===== config.mk =====
export PLATFORM = sky130hd
export DESIGN_NAME = scope_frame_crc16_encoder_flat
export DESIGN_NICKNAME = d
export VERILOG_FILES = /design/src/sfcrc_pkg.sv /design/src/sfcrc_if.sv /design/src/scope_frame_crc16_encoder.sv /design/src/sfcrc_front.sv /design/src/sfcrc_back.sv /design/src/flat_wrapper.sv
export SDC_FILE = /design/constraint.sdc
export NUM_CORES = 1
export LEC_CHECK = 0
export BUFFER_PORTS_ARGS = -buffer_cell sky130_fd_sc_hd__buf_4
export CORE_MARGIN = 3
export CORE_UTILIZATION = 30
export CTS_CLUSTER_DIAMETER = 80
export CTS_CLUSTER_SIZE = 30
export DETAILED_ROUTE_END_ITERATION = 10
export MAX_ROUTING_LAYER = met4
export PLACE_DENSITY = 0.57
export SLEW_MARGIN = 15
export SYNTH_ARGS = -nofsm -noshare
export SYNTH_HDL_FRONTEND = slang
export SYNTH_SLANG_ARGS = --single-unit

===== constraint.sdc =====
create_clock -name clk -period 10.8 [get_ports clk]
set_input_delay 0.54 -clock clk [delete_from_list [all_inputs] [get_ports clk]]
set_output_delay 0.54 -clock clk [all_outputs]
set_load 0.01 [all_outputs]

===== src/sfcrc_pkg.sv =====
// shared constants and the crc byte update for the scope frame encoder
package sfcrc_pkg;

  localparam int INPUT_FIELDS = 4;
  localparam int CHAN_W = 16;
  localparam int POS_W = 4;
  localparam logic [15:0] CRC_PRESET = 16'hFFFF;
  localparam logic [15:0] CRC_POLY = 16'hA001;

  function automatic int used_channels(input int count);
    return (count < INPUT_FIELDS) ? count : INPUT_FIELDS;
  endfunction

  // one byte through the reflected crc, one bit per step
  function automatic logic [15:0] crc_update(input logic [15:0] crc, input logic [7:0] data);
    logic [15:0] c;
    c = crc ^ {8'h00, data};
    for (int b = 0; b < 8; b++) begin
      if (c[0]) begin
        c = (c >> 1) ^ CRC_POLY;
      end else begin
        c = c >> 1;
      end
    end
    return c;
  endfunction

endpackage


===== src/sfcrc_if.sv =====
// valid/ready channels for sample sets and frame bytes
interface sfcrc_sample_if;
  logic        valid;
  logic        ready;
  logic [15:0] channel_a;
  logic [15:0] channel_b;
  logic [15:0] channel_c;
  logic [15:0] channel_d;
  modport source (output valid, channel_a, channel_b, channel_c, channel_d, input ready);
  modport sink (input valid, channel_a, channel_b, channel_c, channel_d, output ready);
endinterface

interface sfcrc_byte_if;
  logic       valid;
  logic       ready;
  logic [7:0] frame_byte;
  logic [3:0] byte_position;
  logic       frame_end;
  modport source (output valid, frame_byte, byte_position, frame_end, input ready);
  modport sink (input valid, frame_byte, byte_position, frame_end, output ready);
endinterface


===== src/scope_frame_crc16_encoder.sv =====
// top level of the scope frame encoder with crc-16/modbus trailer
//
// Takes one sample set (four 16-bit channel values) per input transfer and sends
// it as a frame of bytes: each framed channel low byte first, then a
// crc-16/modbus (preset 0xffff, reflected polynomial 0xa001, no final xor) over
// the data bytes, low byte first. The crc restarts with every frame. With
// CHANNEL_COUNT at its default of four a frame is ten bytes; in general it is
// 2*min(CHANNEL_COUNT, 4) + 2 bytes and unused channel inputs are ignored.
// Throughput is one frame byte per cycle while a set is queued and the output
// is ready. The back end loads a set's first byte into the output register
// when it starts on the set at the queue head, and pops the set with its last
// byte; with an empty queue and an idle output a set is first written into the
// queue and then its first byte into the output register. A two-entry queue
// sits between the front and back ends, so a new sample set can be taken while
// the current frame is still going out and the output may stall freely.
// frame_end marks the crc high byte. No memory, no clearing pass.
module scope_frame_crc16_encoder #(
  parameter int CHANNEL_COUNT = 4
) (
  input  logic          clk,
  input  logic          rst,
  sfcrc_sample_if.sink  sample,
  sfcrc_byte_if.source  frame
);

  localparam int USED = sfcrc_pkg::used_channels(CHANNEL_COUNT);
  localparam int W = sfcrc_pkg::CHAN_W * USED;

  // queue head between the two halves
  logic         q_valid;
  logic [W-1:0] q_data;
  logic         q_pop;

  // front: accepts sample sets and keeps the framed channels
  sfcrc_front #(
    .CHANNEL_COUNT (CHANNEL_COUNT)
  ) u_front (
    .clk     (clk),
    .rst     (rst),
    .sample  (sample),
    .q_valid (q_valid),
    .q_data  (q_data),
    .q_pop   (q_pop)
  );

  // back: walks the bytes, folds each data byte into the crc, sends the trailer
  sfcrc_back #(
    .CHANNEL_COUNT (CHANNEL_COUNT)
  ) u_back (
    .clk     (clk),
    .rst     (rst),
    .q_valid (q_valid),
    .q_data  (q_data),
    .q_pop   (q_pop),
    .frame   (frame)
  );

endmodule


===== src/sfcrc_front.sv =====
// front end: takes sample sets and holds them in a two-entry queue
module sfcrc_front #(
  parameter int CHANNEL_COUNT = 4
) (
  input  logic            clk,
  input  logic            rst,
  sfcrc_sample_if.sink    sample,
  output logic            q_valid,
  output logic [sfcrc_pkg::CHAN_W*sfcrc_pkg::used_channels(CHANNEL_COUNT)-1:0] q_data,
  input  logic            q_pop
);

  localparam int USED = sfcrc_pkg::used_channels(CHANNEL_COUNT);
  localparam int W = sfcrc_pkg::CHAN_W * USED;

  logic [W-1:0] slot [2];
  logic         wr_ptr;
  logic         rd_ptr;
  logic [1:0]   count;
  logic         push;
  logic [15:0]  chans [sfcrc_pkg::INPUT_FIELDS];
  logic [W-1:0] word;

  assign chans[0] = sample.channel_a;
  assign chans[1] = sample.channel_b;
  assign chans[2] = sample.channel_c;
  assign chans[3] = sample.channel_d;

  // pack the framed channels, first channel in the low bits
  always_comb begin
    for (int i = 0; i < USED; i++) begin
      word[i*sfcrc_pkg::CHAN_W +: sfcrc_pkg::CHAN_W] = chans[i];
    end
  end

  assign sample.ready = (count != 2'd2);
  assign push = sample.valid && sample.ready;
  assign q_valid = (count != 2'd0);
  assign q_data = slot[rd_ptr];

  always_ff @(posedge clk) begin
    if (rst) begin
      wr_ptr <= 1'b0;
      rd_ptr <= 1'b0;
      count <= 2'd0;
    end else begin
      if (push) begin
        wr_ptr <= ~wr_ptr;
      end
      if (q_pop) begin
        rd_ptr <= ~rd_ptr;
      end
      if (push && !q_pop) begin
        count <= count + 2'd1;
      end else if (!push && q_pop) begin
        count <= count - 2'd1;
      end
    end
  end

  always_ff @(posedge clk) begin
    if (push) begin
      slot[wr_ptr] <= word;
    end
  end

endmodule


===== src/sfcrc_back.sv =====
// back end: serializes the queue head into frame bytes and appends the crc
module sfcrc_back #(
  parameter int CHANNEL_COUNT = 4
) (
  input  logic            clk,
  input  logic            rst,
  input  logic            q_valid,
  input  logic [sfcrc_pkg::CHAN_W*sfcrc_pkg::used_channels(CHANNEL_COUNT)-1:0] q_data,
  output logic            q_pop,
  sfcrc_byte_if.source    frame
);

  localparam int USED = sfcrc_pkg::used_channels(CHANNEL_COUNT);
  localparam int DATA_BYTES = 2 * USED;
  localparam int FRAME_BYTES = DATA_BYTES + 2;
  localparam int IDX_W = $clog2(FRAME_BYTES);
  localparam int DB_W = $clog2(DATA_BYTES);

  logic [7:0]       data_bytes [DATA_BYTES];
  logic [IDX_W-1:0] idx;
  logic [15:0]      crc;
  logic [15:0]      crc_next;
  logic             out_valid;
  logic             advance;
  logic             is_data;
  logic             is_last;
  logic [7:0]       next_byte;
  logic [7:0]       byte_reg;
  logic [3:0]       pos_reg;
  logic             end_reg;

  always_comb begin
    for (int i = 0; i < DATA_BYTES; i++) begin
      data_bytes[i] = q_data[i*8 +: 8];
    end
  end

  assign advance = q_valid && (!out_valid || frame.ready);
  assign is_data = idx < IDX_W'(DATA_BYTES);
  assign is_last = idx == IDX_W'(FRAME_BYTES - 1);
  assign q_pop = advance && is_last;

  always_comb begin
    if (is_data) begin
      next_byte = data_bytes[idx[DB_W-1:0]];
      crc_next = sfcrc_pkg::crc_update(crc, next_byte);
    end else if (is_last) begin
      next_byte = crc[15:8];
      crc_next = sfcrc_pkg::CRC_PRESET;
    end else begin
      next_byte = crc[7:0];
      crc_next = crc;
    end
  end

  always_ff @(posedge clk) begin
    if (rst) begin
      idx <= '0;
      crc <= sfcrc_pkg::CRC_PRESET;
      out_valid <= 1'b0;
    end else if (advance) begin
      idx <= is_last ? '0 : idx + IDX_W'(1);
      crc <= crc_next;
      out_valid <= 1'b1;
    end else if (frame.ready) begin
      out_valid <= 1'b0;
    end
  end

  always_ff @(posedge clk) begin
    if (advance) begin
      byte_reg <= next_byte;
      pos_reg <= sfcrc_pkg::POS_W'(idx);
      end_reg <= is_last;
    end
  end

  assign frame.valid = out_valid;
  assign frame.frame_byte = byte_reg;
  assign frame.byte_position = pos_reg;
  assign frame.frame_end = end_reg;

endmodule


===== src/flat_wrapper.sv =====
// flat-port wrapper written by rule: the top's interface ports become plain ports
module scope_frame_crc16_encoder_flat 
#(
  parameter int CHANNEL_COUNT = 4
)
  (clk, rst, sample_valid, sample_channel_a, sample_channel_b, sample_channel_c, sample_channel_d, sample_ready, frame_valid, frame_frame_byte, frame_byte_position, frame_frame_end, frame_ready);
  sfcrc_sample_if sample_i ();
  sfcrc_byte_if frame_i ();
  input  logic clk;
  input  logic rst;
  input wire logic [$bits(sample_i.valid)-1:0] sample_valid;
  input wire logic [$bits(sample_i.channel_a)-1:0] sample_channel_a;
  input wire logic [$bits(sample_i.channel_b)-1:0] sample_channel_b;
  input wire logic [$bits(sample_i.channel_c)-1:0] sample_channel_c;
  input wire logic [$bits(sample_i.channel_d)-1:0] sample_channel_d;
  output wire logic [$bits(sample_i.ready)-1:0] sample_ready;
  output wire logic [$bits(frame_i.valid)-1:0] frame_valid;
  output wire logic [$bits(frame_i.frame_byte)-1:0] frame_frame_byte;
  output wire logic [$bits(frame_i.byte_position)-1:0] frame_byte_position;
  output wire logic [$bits(frame_i.frame_end)-1:0] frame_frame_end;
  input wire logic [$bits(frame_i.ready)-1:0] frame_ready;
  assign sample_i.valid = sample_valid;
  assign sample_i.channel_a = sample_channel_a;
  assign sample_i.channel_b = sample_channel_b;
  assign sample_i.channel_c = sample_channel_c;
  assign sample_i.channel_d = sample_channel_d;
  assign sample_ready = sample_i.ready;
  assign frame_valid = frame_i.valid;
  assign frame_frame_byte = frame_i.frame_byte;
  assign frame_byte_position = frame_i.byte_position;
  assign frame_frame_end = frame_i.frame_end;
  assign frame_i.ready = frame_ready;
  scope_frame_crc16_encoder #(.CHANNEL_COUNT(CHANNEL_COUNT)) u_core (.clk(clk), .rst(rst), .sample(sample_i), .frame(frame_i));
endmodule

==> impl_metrics.toml, run 1 <==
[run_status]
outcome = "completed"

[floorplan]
dieArea_um2 = 24500
start_util_pct = 30.8
die_h_um = 156
die-width_um = 156
row_count = 54
coreArea_um2 = 22000
io_pins = 83

[setup_path]
r2r_cells = 10
required_ns = 11.10
worstPathMaxFanout = 37
worstPathArrival_ns = 3.92
path_buf_inv = 1
crit_slowest_cell = "mux4_1"
worstReg2RegEnd = "u_core.u_back.crc[0]"
r2r_slack_ns = 7.18
critPathLaunchType = "flop"
path_delay_family = "XOR/XNOR gates"
cp_slowest_stage_delay_ns = 0.64
cp_cell_sequence = "buf_4, mux4_1, mux2i_1, mux2i_1, xnor2_1, xnor3_1, xnor3_1, xor2_1, and4b_1, nor3_2"
crit_type = "reg2reg"
end_kind = "flop"

[placed_design]
placed_area_um2 = 7680
place.gp.congestion = 0.789
place_hpwl_um = 8710
pre_cts_slack_ns = 7.17
port_buffers = 82

[final_layout]
fin_area_um2 = 8260
finalNetCount = 541
final_util_pct = 37.5
areaGrowthSynthToFinish_pct = 21.6
diodes = 0
drive_above_1_share_pct = 29.5

[sta]
drv_slew = 0
fmax_mhz = 276
hold_viol_final = 0
finalWorstSetupSlack_ns = 7.18
skew_ns = 0.00701
layout_min_cycle_time_ns = 3.62
rsz0062_at_grt = "no"
final-setup-viol-count = 0
slew_headroom_pct = 40.9
fin_setup_tns_ns = 0
tightest_slew_ns = 0.887
fin_crit_sh_pct = 33.5

[synthesis]
synth_flop_cell = "edfxtp_1"
synthArstFlopShare_pct = 0
seq_area_frac_synth_pct = 70.0
netlist_instances = 385
synth_compound_area_share_pct = 4.15
synth_fa_ha_area_share_pct = 0.184
synthXorXnorAreaFrac_pct = 3.98
synthMuxAreaShare_pct = 14.2
avgSynthCellArea_um2 = 17.6
synth-warning-count = 0
yosysUniqueCellTypes = 43
synth_fp_nets = 454
yosys.area_share.simple_pct = 5.36
synth_area_um2 = 6790
synth_seq_cells = 167
synth_top_family_by_area = "multiplexers"
synth_edf_count = 141

[clock_network]
cts_num_sinks = 167
cts_root_buf = "clkbuf_16"
path_clk_slew_ns = 0.07
numCtsBuffers = 17
clock_latency_ns = 0.42
hold_buffers = 0
cts_resized = 0
clockBufferDepth = 2
cts_tree = "yes"
h-tree-depth = 4
cts_setup_buffers = 0

[power_and_ir_drop]
p_leak_nw = 2.84
finalPower_w = 0.00178
ir_drop_mv = 0.110
powerDensity_nw_per_um2 = 216

[drt]
route.detailed.drc = 0
finalWirelength_um = 13100
wl_per_cell_um = 17.2
dr_total_vias = 3584
firstDrtPassIters = 4
drtIter0Drc = 261
ant_nets = 0
avgViaCountPerCell = 4.68

[grt]
antenna_found_initial = 0
grt_pass1_vias = 3736
grt_remaining_overflow = 0
grt_pass1_wl_um = 20700
grt_max_degree = 65
track_usage_pct = 11.4

[run]
cap_viol_max_count = 0

[worst_hold_path]
holdCritStartpoint = "sample_channel_d[2]"
holdPathStages = 1
hold_class = "in2reg"
hold_end = "u_core.u_front.slot[1][50]"
[registers in the layout (all words and copies together) (netlist names), 2 cells and up, named ones only]
register                           cells
u_core.u_front.slot                  128
u_core.u_back.frame.byte_position      4
u_core.u_back.crc                     16
u_core.u_back.idx                      4
u_core.u_back.frame.frame_byte         8
u_core.u_front.count                   2
[per-layer routing]
metal	routed length, um	GRT usage, %
met1	6130	14.8
met2	6350	17.7
met3	494	2.82
met4	162	3.92
met5	0	-
[cell usage in the layout, fill, tap and decap left out, drive strengths merged, types with 3 or more instances in the layout]
cell      Yosys  routed
a21oi        11      11
a22oi         3       3
buf          13      88
clkbuf        7      17
clkinv        0       6
clkinvlp      0       4
dfxtp        26      26
edfxtp      141     141
inv           4       7
mux2i        29      29
mux4         27      27
nand2         5       5
nand2b       19      19
nor2         23      23
nor2b         4       4
nor3          7       7
o21ai         4       4
o21bai        5       5
o22ai        11      11
xnor2        13      13
xor2         11      11
[through the flow]
step / instances / hold slack, ns
floorplan: 385 / 0.403
global placement: 733 / 0.493
detailed placement: 733 / 0.509
CTS: 765 / 0.280
global route: 765 / 0.281
finish: 765 / 0.302
[power breakdown]
part / switching, W / internal [W] / total, W
Combinational: 0.000196 / 0.000174 / 0.000370
Sequential: 0.0000328 / 0.000792 / 0.000825
Clock: 0.000247 / 0.000341 / 0.000588
[Yosys cell counts (2+ instances only)]
cell type	n	share of area, %
or3_1	2	0.18
a221oi_1	2	0.26
xor2_1	11	1.4
mux4_2	13	4.3
inv_1	4	0.22
nor2b_1	4	0.37
nand3_1	2	0.15
edfxtp_1	141	62
o21ai_0	4	0.29
clkbuf_1	7	0.39
o21bai_1	5	0.55
nor4_1	2	0.18
a21oi_1	11	0.81
dfxtp_1	26	7.7
buf_4	3	0.33
buf_2	5	0.37
nand2_1	5	0.28
a211oi_1	2	0.22
buf_6	3	0.50
xnor2_2	2	0.48
o22ai_1	11	1.0
xnor2_1	11	1.4
mux2i_1	29	4.3
nor2_1	23	1.3
xnor3_1	2	0.66
nand2b_1	18	1.7
mux4_1	14	5.4
nor3_1	6	0.44
a22oi_1	3	0.33
[worst max-delay path by stage]
stage | cells after the start | endpoint | slack [ns]
4_1_cts | 10 | u_core.u_back.crc[0] | 7.14
6_report | 10 | u_core.u_back.crc[0] | 7.18
3_5_place_dp | 10 | u_core.u_back.crc[0] | 7.17
2_1_floorplan | 3 | u_core.u_front.slot[0][0] | 6.93
3_3_place_gp | 10 | u_core.u_back.crc[0] | 7.24
5_1_grt | 10 | u_core.u_back.crc[0] | 6.94
[logic make-up after synthesis]
kind of cell | after synthesis
XOR/XNOR | 26
multiplexers | 57
adder cells (fa/ha/maj) | 1
AND/OR/NAND/NOR | 68
flip-flops | 167
AO/OA/AOI/OAI | 42
buffers and inverters | 24
[worst register-to-register path, cell delays in order, from the launching register on]
cell and delay [ns]:
dfxtp_2 0.31, buf_4 0.53, mux4_1 0.66, mux2i_1 0.23, mux2i_1 0.18, xnor2_1 0.35
xnor3_1 0.49, xnor3_1 0.26, xor2_1 0.23, and4b_1 0.23, nor3_2 0.05
[cell type report]
cell class | count | area (um^2)
clock buffers | 17 | 425
flip-flops and latches | 167 | 4760
repair buffers | 88 | 661
well taps | 280 | 350
fillers | 2071 | 13800
inverters | 4 | 15.0
multi-input cells | 194 | 1900
clock inverters | 15 | 154
Power figures use the tool's default switching activity.
==> inputs of run 2 (changes only) <==
--- a/config.mk
+++ b/config.mk
@@ -5,6 +5,7 @@
 export SDC_FILE = /design/constraint.sdc
 export NUM_CORES = 1
 export LEC_CHECK = 0
+export ABC_AREA = 1
 export BUFFER_PORTS_ARGS = -buffer_cell sky130_fd_sc_hd__buf_4
 export CORE_MARGIN = 3
 export CORE_UTILIZATION = 30
@@ -12,7 +13,7 @@
 export CTS_CLUSTER_SIZE = 30
 export DETAILED_ROUTE_END_ITERATION = 10
 export MAX_ROUTING_LAYER = met4
-export PLACE_DENSITY = 0.57
+export PLACE_DENSITY = 0.58
 export SLEW_MARGIN = 15
 export SYNTH_ARGS = -nofsm -noshare
 export SYNTH_HDL_FRONTEND = slang
==> constraint.sdc (replaced) <==
create_clock -name clk -period 3 [get_ports clk]
set_input_delay 0.15 -clock clk [delete_from_list [all_inputs] [get_ports clk]]
set_output_delay 0.15 -clock clk [all_outputs]
set_load 0.01 [all_outputs]
==> impl_metrics.toml, run 2 <==
[run_status]
outcome = "completed"

[power_and_ir_drop]
intPower_w = 0.00445
p_leak_nw = 3.73
p_clk_share_pct = 29.9
pwr-share-comb_pct = 24.6
switching_share_pct = 30.5
powerDensity_nw_per_um2 = 683
ir_drop_mv = 0.467
p_switching_w = 0.00195
pwr-share-seq_pct = 45.5

[synthesis]
yosys.area_share.simple_pct = 17.3
synth_fp_nets = 745
netlist_instances = 676
synth_area_um2 = 7210
synth_seq_cells = 167
synth-warning-count = 0
synth_top_family_by_area = "simple AND/OR/NAND/NOR gates"
synth_top_area_share_pct = 58.7
seq_area_frac_synth_pct = 65.9
yosys.area.top_type = "edfxtp_1"
synth.most_common_cell = "edfxtp_1"
synth_flop_cell = "edfxtp_1"
synthMuxAreaShare_pct = 0
synth_compound_area_share_pct = 9.14
yosys-top-cells-count = "141 x edfxtp_1, 112 x nand2_1, 109 x nor2_1"
synth_edf_count = 141
yosysUniqueCellTypes = 29
synthXorXnorAreaFrac_pct = 1.53
synthArstFlopShare_pct = 0
avgSynthCellArea_um2 = 10.7
synth_fa_ha_area_share_pct = 0.173
ys_top_cells_by_area = "edfxtp_1 59%, dfxtp_1 7.2%, nand2_1 5.8%, nor2_1 5.7%, o21ai_0 3.7%"

[floorplan]
start_util_pct = 30.6
dieArea_um2 = 25900
io_pins = 83
die-width_um = 161
coreArea_um2 = 23500
die_h_um = 161
row_count = 56

[grt]
grt_pass1_wl_um = 27800
grt_pass1_vias = 5140
antenna_found_initial = 0
grt_remaining_overflow = 0
met2_usage_pct = 21.7
track_usage_pct = 14.3
busiest_layer = "met2"
grt_max_degree = 66
grt_use_met1_pct = 19.3
grt.met3_usage_pct = 3.46

[clock_network]
clockBufferDepth = 2
numCtsBuffers = 17
cts_root_buf = "clkbuf_16"
clock_latency_ns = 0.43
cts_num_sinks = 167
path_clk_slew_ns = 0.06
cts_tree = "yes"
h-tree-depth = 4

[final_layout]
largest-register = "u_core.u_front.slot"
seq_area_um2 = 4760
layout_commonest_cell = "edfxtp_1"
instances_no_fill = 1163
final.fill_count = 2309
diodes = 0
finalNetCount = 900
drive_above_1_share_pct = 18.6
areaGrowthSynthToFinish_pct = 30.0
mostFrequentLayoutCells = "141 x edfxtp_1, 112 x nand2_1, 107 x nor2_1, 96 x buf_4, 65 x dlygate4sd3_1"
largest_register_ffs = 128
multi_input_area_um2 = 2050

[setup_path]
cp_common_cell = "nor2_1"
crit_slowest_cell = "nor2_1"
worstPathMaxFanout = 16
required_ns = 3.30
path_buf_inv = 2
critPathLaunchType = "flop"
crit_type = "reg2reg"
cp_slowest_stage_delay_ns = 0.65
end_kind = "flop"
cp_cell_sequence = "clkinv_1, nand3_1, nor2_1, nor2_1, inv_1, o22ai_1, nand2_1"
r2r_slack_ns = 0.30
worstPathArrival_ns = 3.00
path_delay_family = "simple AND/OR/NAND/NOR gates"

[sta]
rsz0062_at_grt = "no"
skew_ns = 0.00908
slew_headroom_pct = 43.6
fmax_mhz = 370
fin_setup_tns_ns = 0
tightest_slew_ns = 0.844
final-setup-viol-count = 0
fin_hold_ws_ns = 0.0558
fin_crit_sh_pct = 90.1
hold_viol_final = 0
drv_slew = 0
layout_min_cycle_time_ns = 2.70

[placed_design]
post-place-cells = 1066
place_hpwl_um = 11500
port_buffers = 82
place.gp.congestion = 0.946

[drt]
dr_total_vias = 5218
wl_per_cell_um = 14.9
drtIter0Drc = 404
ant_nets = 0
route.detailed.drc = 0
firstDrtPassIters = 4
avgViaCountPerCell = 4.49
finalWirelength_um = 17300

[run]
cap_viol_max_count = 0

[worst_hold_path]
hold_class = "in2reg"
run 2: cell types whose count changed in the layout (fill, tap and decap cells not counted), sizes merged, moves of 40 or more:
cell,delta
nand3,+40
inv,+48
o21ai,+68
nand2,+118
nor2,+87
dlygate4sd3,+65
run 2: what timing repair did:
| item | CTS | global route |
|---|---|---|
| hold buffers | 65 | 0 |
| buffers inserted | 0 | 0 |
| hold endpoints to repair | 130 | 0 |
| setup endpoints to repair | 0 | 3 |
| gates resized for setup | 0 | 2 |
run 2: worst paths after layout:
kind | from | to | cells past startpoint
setup / recovery | u_core.u_back.idx[2] | u_core.u_back.crc[2] | 7
hold / removal | frame_ready | u_core.u_back.frame.valid | 4
setup reg to reg | u_core.u_back.idx[2] | u_core.u_back.crc[2] | 7
hold reg to reg | u_core.u_front.rd_ptr | flop | 2
run 2: stage by stage:
step	utilization (%)	total power (W)	worst slack, ns	cell area, um^2
CTS	39.8	0.00646	0.216	9380
detailed placement	34.9	0.00447	0.241	8210
finish	39.8	0.00640	0.297	9380
global route	39.8	0.00681	0.0131	9380
floorplan	-	0.00396	0.264	7220
global placement	34.9	0.00446	0.294	8210
run 2: power groups by stage:
stage / Combinational (W) / Sequential, W / Clock (W)
finish: 0.00157 / 0.00291 / 0.00192
global route: 0.00179 / 0.00293 / 0.00208
CTS: 0.00158 / 0.00291 / 0.00196
detailed placement: 0.00151 / 0.00296 / 0
global placement: 0.00150 / 0.00296 / 0
floorplan: 0.00100 / 0.00296 / 0
run 2: area by class of cell:
type,count,area share (%)
clock inverter,14,0.907
inverter,55,2.23
tap,319,4.26
multi-input combinational,425,21.8
clock buffer,18,4.58
sequential,167,50.7
timing repair buffer,165,15.5
run 2: worst register-to-register path, stage by stage (launching register included):
cell	delay [ns]
dfxtp_1	0.33
clkinv_1	0.37
nand3_1	0.29
nor2_1	0.11
nor2_1	0.65
inv_1	0.49
o22ai_1	0.26
nand2_1	0.07
run 2: per-layer routing:
metal / up-vias / wire length (um)
met5: - / 0
met4: 0 / 226
met3: 17 / 777
met2: 107 / 8350
met1: 2470 / 7990
li1: 2624 / -
run 2: cell families after synthesis:
kind of cell,count (synthesis)
and+or+nand+nor,294
buffers and inverters,84
adders and majority gates,1
AOI/OAI and AO/OA,120
xor gates and xnor gates,10
DFF,167
==> inputs of run 3 (changes only) <==
--- a/config.mk
+++ b/config.mk
@@ -5,14 +5,13 @@
 export SDC_FILE = /design/constraint.sdc
 export NUM_CORES = 1
 export LEC_CHECK = 0
-export ABC_AREA = 1
+export ABC_AREA = 0
 export BUFFER_PORTS_ARGS = -buffer_cell sky130_fd_sc_hd__buf_4
 export CORE_MARGIN = 3
 export CORE_UTILIZATION = 30
 export CTS_CLUSTER_DIAMETER = 80
 export CTS_CLUSTER_SIZE = 30
 export DETAILED_ROUTE_END_ITERATION = 10
-export MAX_ROUTING_LAYER = met4
 export PLACE_DENSITY = 0.58
 export SLEW_MARGIN = 15
 export SYNTH_ARGS = -nofsm -noshare
==> impl_metrics.toml, run 3 (synthesis results as in run 1) <==
[run_status]
outcome = "finished, violations left"
violations = "negative setup slack"

[sta]
skew_ns = 0.0124
final-setup-viol-count = 1
tightest_slew_ns = 0.656
drv_slew = 0
fin_setup_tns_ns = -0.0304
fin_crit_sh_pct = 101
hold_viol_final = 0
finalWorstSetupSlack_ns = -0.0304
layout_min_cycle_time_ns = 3.03
rsz0062_at_grt = "yes"
fmax_mhz = 330
slew_headroom_pct = 56.2

[drt]
firstDrtPassIters = 5
ant_nets = 0
avgViaCountPerCell = 4.57
wirelength_met1_um = 6620
drtIter0Drc = 255
route.detailed.drc = 0
finalWirelength_um = 14500
dr.max_layer_used = "met4"
dr_wl_met3_um = 523
wl_met2_um = 7240
wl_per_cell_um = 16.8
dr_total_vias = 3957

[setup_path]
crit_end = "u_core.u_back.crc[0]"
required_ns = 3.31
worstPathMaxFanout = 5
critPathLaunchType = "flop"
worstPathArrival_ns = 3.34
r2r_cells = 12
crit_type = "reg2reg"
r2r_slack_ns = -0.03
end_kind = "flop"
worstReg2RegEnd = "u_core.u_back.crc[0]"

[floorplan]
start_util_pct = 30.8
dieArea_um2 = 24500
coreArea_um2 = 22000
die-width_um = 156
row_count = 54
io_pins = 83
die_h_um = 156

[grt]
grt_pass1_wl_um = 23100
grt_remaining_overflow = 0
grt_max_degree = 65
antenna_found_initial = 0
grt_pass1_vias = 4079
track_usage_pct = 12.4

[power_and_ir_drop]
p_switching_w = 0.00183
p_clk_share_pct = 30.5
p_leak_nw = 3.35
powerDensity_nw_per_um2 = 728
ir_drop_mv = 0.444
switching_share_pct = 26.8
intPower_w = 0.00499
pwr-share-seq_pct = 43.6
pwr-share-comb_pct = 25.9

[final_layout]
largest-register = "u_core.u_front.slot"
mostFrequentLayoutCells = "141 x edfxtp_1, 113 x buf_4, 64 x dlygate4sd3_1, 27 x mux2i_1, 25 x dfxtp_1"
diodes = 0
largest_register_ffs = 128
layout_commonest_cell = "edfxtp_1"
drive_above_1_share_pct = 34.0
finalNetCount = 641
areaGrowthSynthToFinish_pct = 38.0
final_util_pct = 42.5

[clock_network]
cts_num_sinks = 167
h-tree-depth = 4
cts_root_buf = "clkbuf_16"
numCtsBuffers = 17
clockBufferDepth = 2
path_clk_slew_ns = 0.06
clock_latency_ns = 0.42
cts_tree = "yes"

[worst_hold_path]
hold_class = "in2reg"
holdPathStages = 3

[placed_design]
place.gp.congestion = 0.856
place_hpwl_um = 9690
port_buffers = 82

[run]
cap_viol_max_count = 0
[run 3: changes by cell type in the layout (fill, tap and decap cells not counted), moves of 17 or more]
| cell | delta |
|---|---|
| buf_4 | +17 |
| nor2_1 | -85 |
| mux4_2 | +19 |
| o21ai_0 | -49 |
| nand3_1 | -34 |
| o21ai_1 | -19 |
| mux2i_1 | +27 |
| nand2_1 | -107 |
| nand2b_1 | +17 |
| inv_1 | -44 |
| a21oi_1 | -18 |
[run 3: critical path, cell delays in order, from the launching register on]
cell     delay [ns]
dfxtp_4        0.36
buf_12         0.12
buf_8          0.13
buf_6          0.12
mux4_2         0.36
o22ai_2        0.08
or3_4          0.42
xnor2_4        0.23
xnor2_2        0.15
xnor3_2        0.49
xor2_2         0.19
and4b_1        0.23
nor3_2         0.04
[run 3: worst min path at each step]
stage	startpoint	to	slack (ns)
after global placement	sample_channel_a[6]	u_core.u_front.slot[1][6]	0.34
after floorplan	sample_channel_a[0]	u_core.u_front.slot[0][0]	0.25
final	frame_ready	u_core.u_back.frame.valid	0.03
after CTS	frame_ready	u_core.u_back.frame.valid	0.03
after detailed placement	sample_channel_a[7]	u_core.u_front.slot[1][7]	0.34
after global routing	frame_ready	u_core.u_back.frame.valid	0.05
[run 3: cell type report]
class | count | area (um^2)
clock inverter | 13 | 131
tap | 280 | 350
inverter | 4 | 15.0
clock buffer | 19 | 433
timing repair buffer | 188 | 1670
fill | 1999 | 12700
multi-input combinational | 194 | 2010
sequential | 167 | 4760
[run 3: metal layers]
metal / GRT usage, % / up-vias
li1: - / 1880
met1: 16.8 / 1979
met2: 20.0 / 88
met3: 3.10 / 10
met4: 3.67 / 0
met5: 0 / -
[run 3: what timing repair did]
action | 4_1_cts | 5_1_grt
setup buffers | 13 | 4
pin swaps | 10 | 7
hold buffers | 64 | 0
endpoints found under the setup margin | 1 | 2
gates resized for setup | 27 | 10
hold endpoints to repair | 128 | 0
cloned | 0 | 0
[run 3: power groups by stage]
stage	Clock [W]	Sequential (W)	Combinational, W
floorplan	0	0.00300	0.000944
global placement	0	0.00300	0.00145
detailed placement	0	0.00302	0.00148
CTS	0.00213	0.00297	0.00173
global route	0.00223	0.00300	0.00191
finish	0.00208	0.00297	0.00177
[run 3: per-stage QoR]
stage	hold WS, ns	setup slack (ns)	area [um^2]	std cells	total power [W]
after floorplan	0.249	0.123	6790	385	0.00395
after global placement	0.335	-0.0999	7890	752	0.00446
after detailed placement	0.338	-0.107	7890	752	0.00449
after CTS	0.0252	-0.00279	9290	861	0.00684
after global routing	0.0526	-0.143	9370	865	0.00714
final	0.0254	-0.0304	9370	865	0.00682
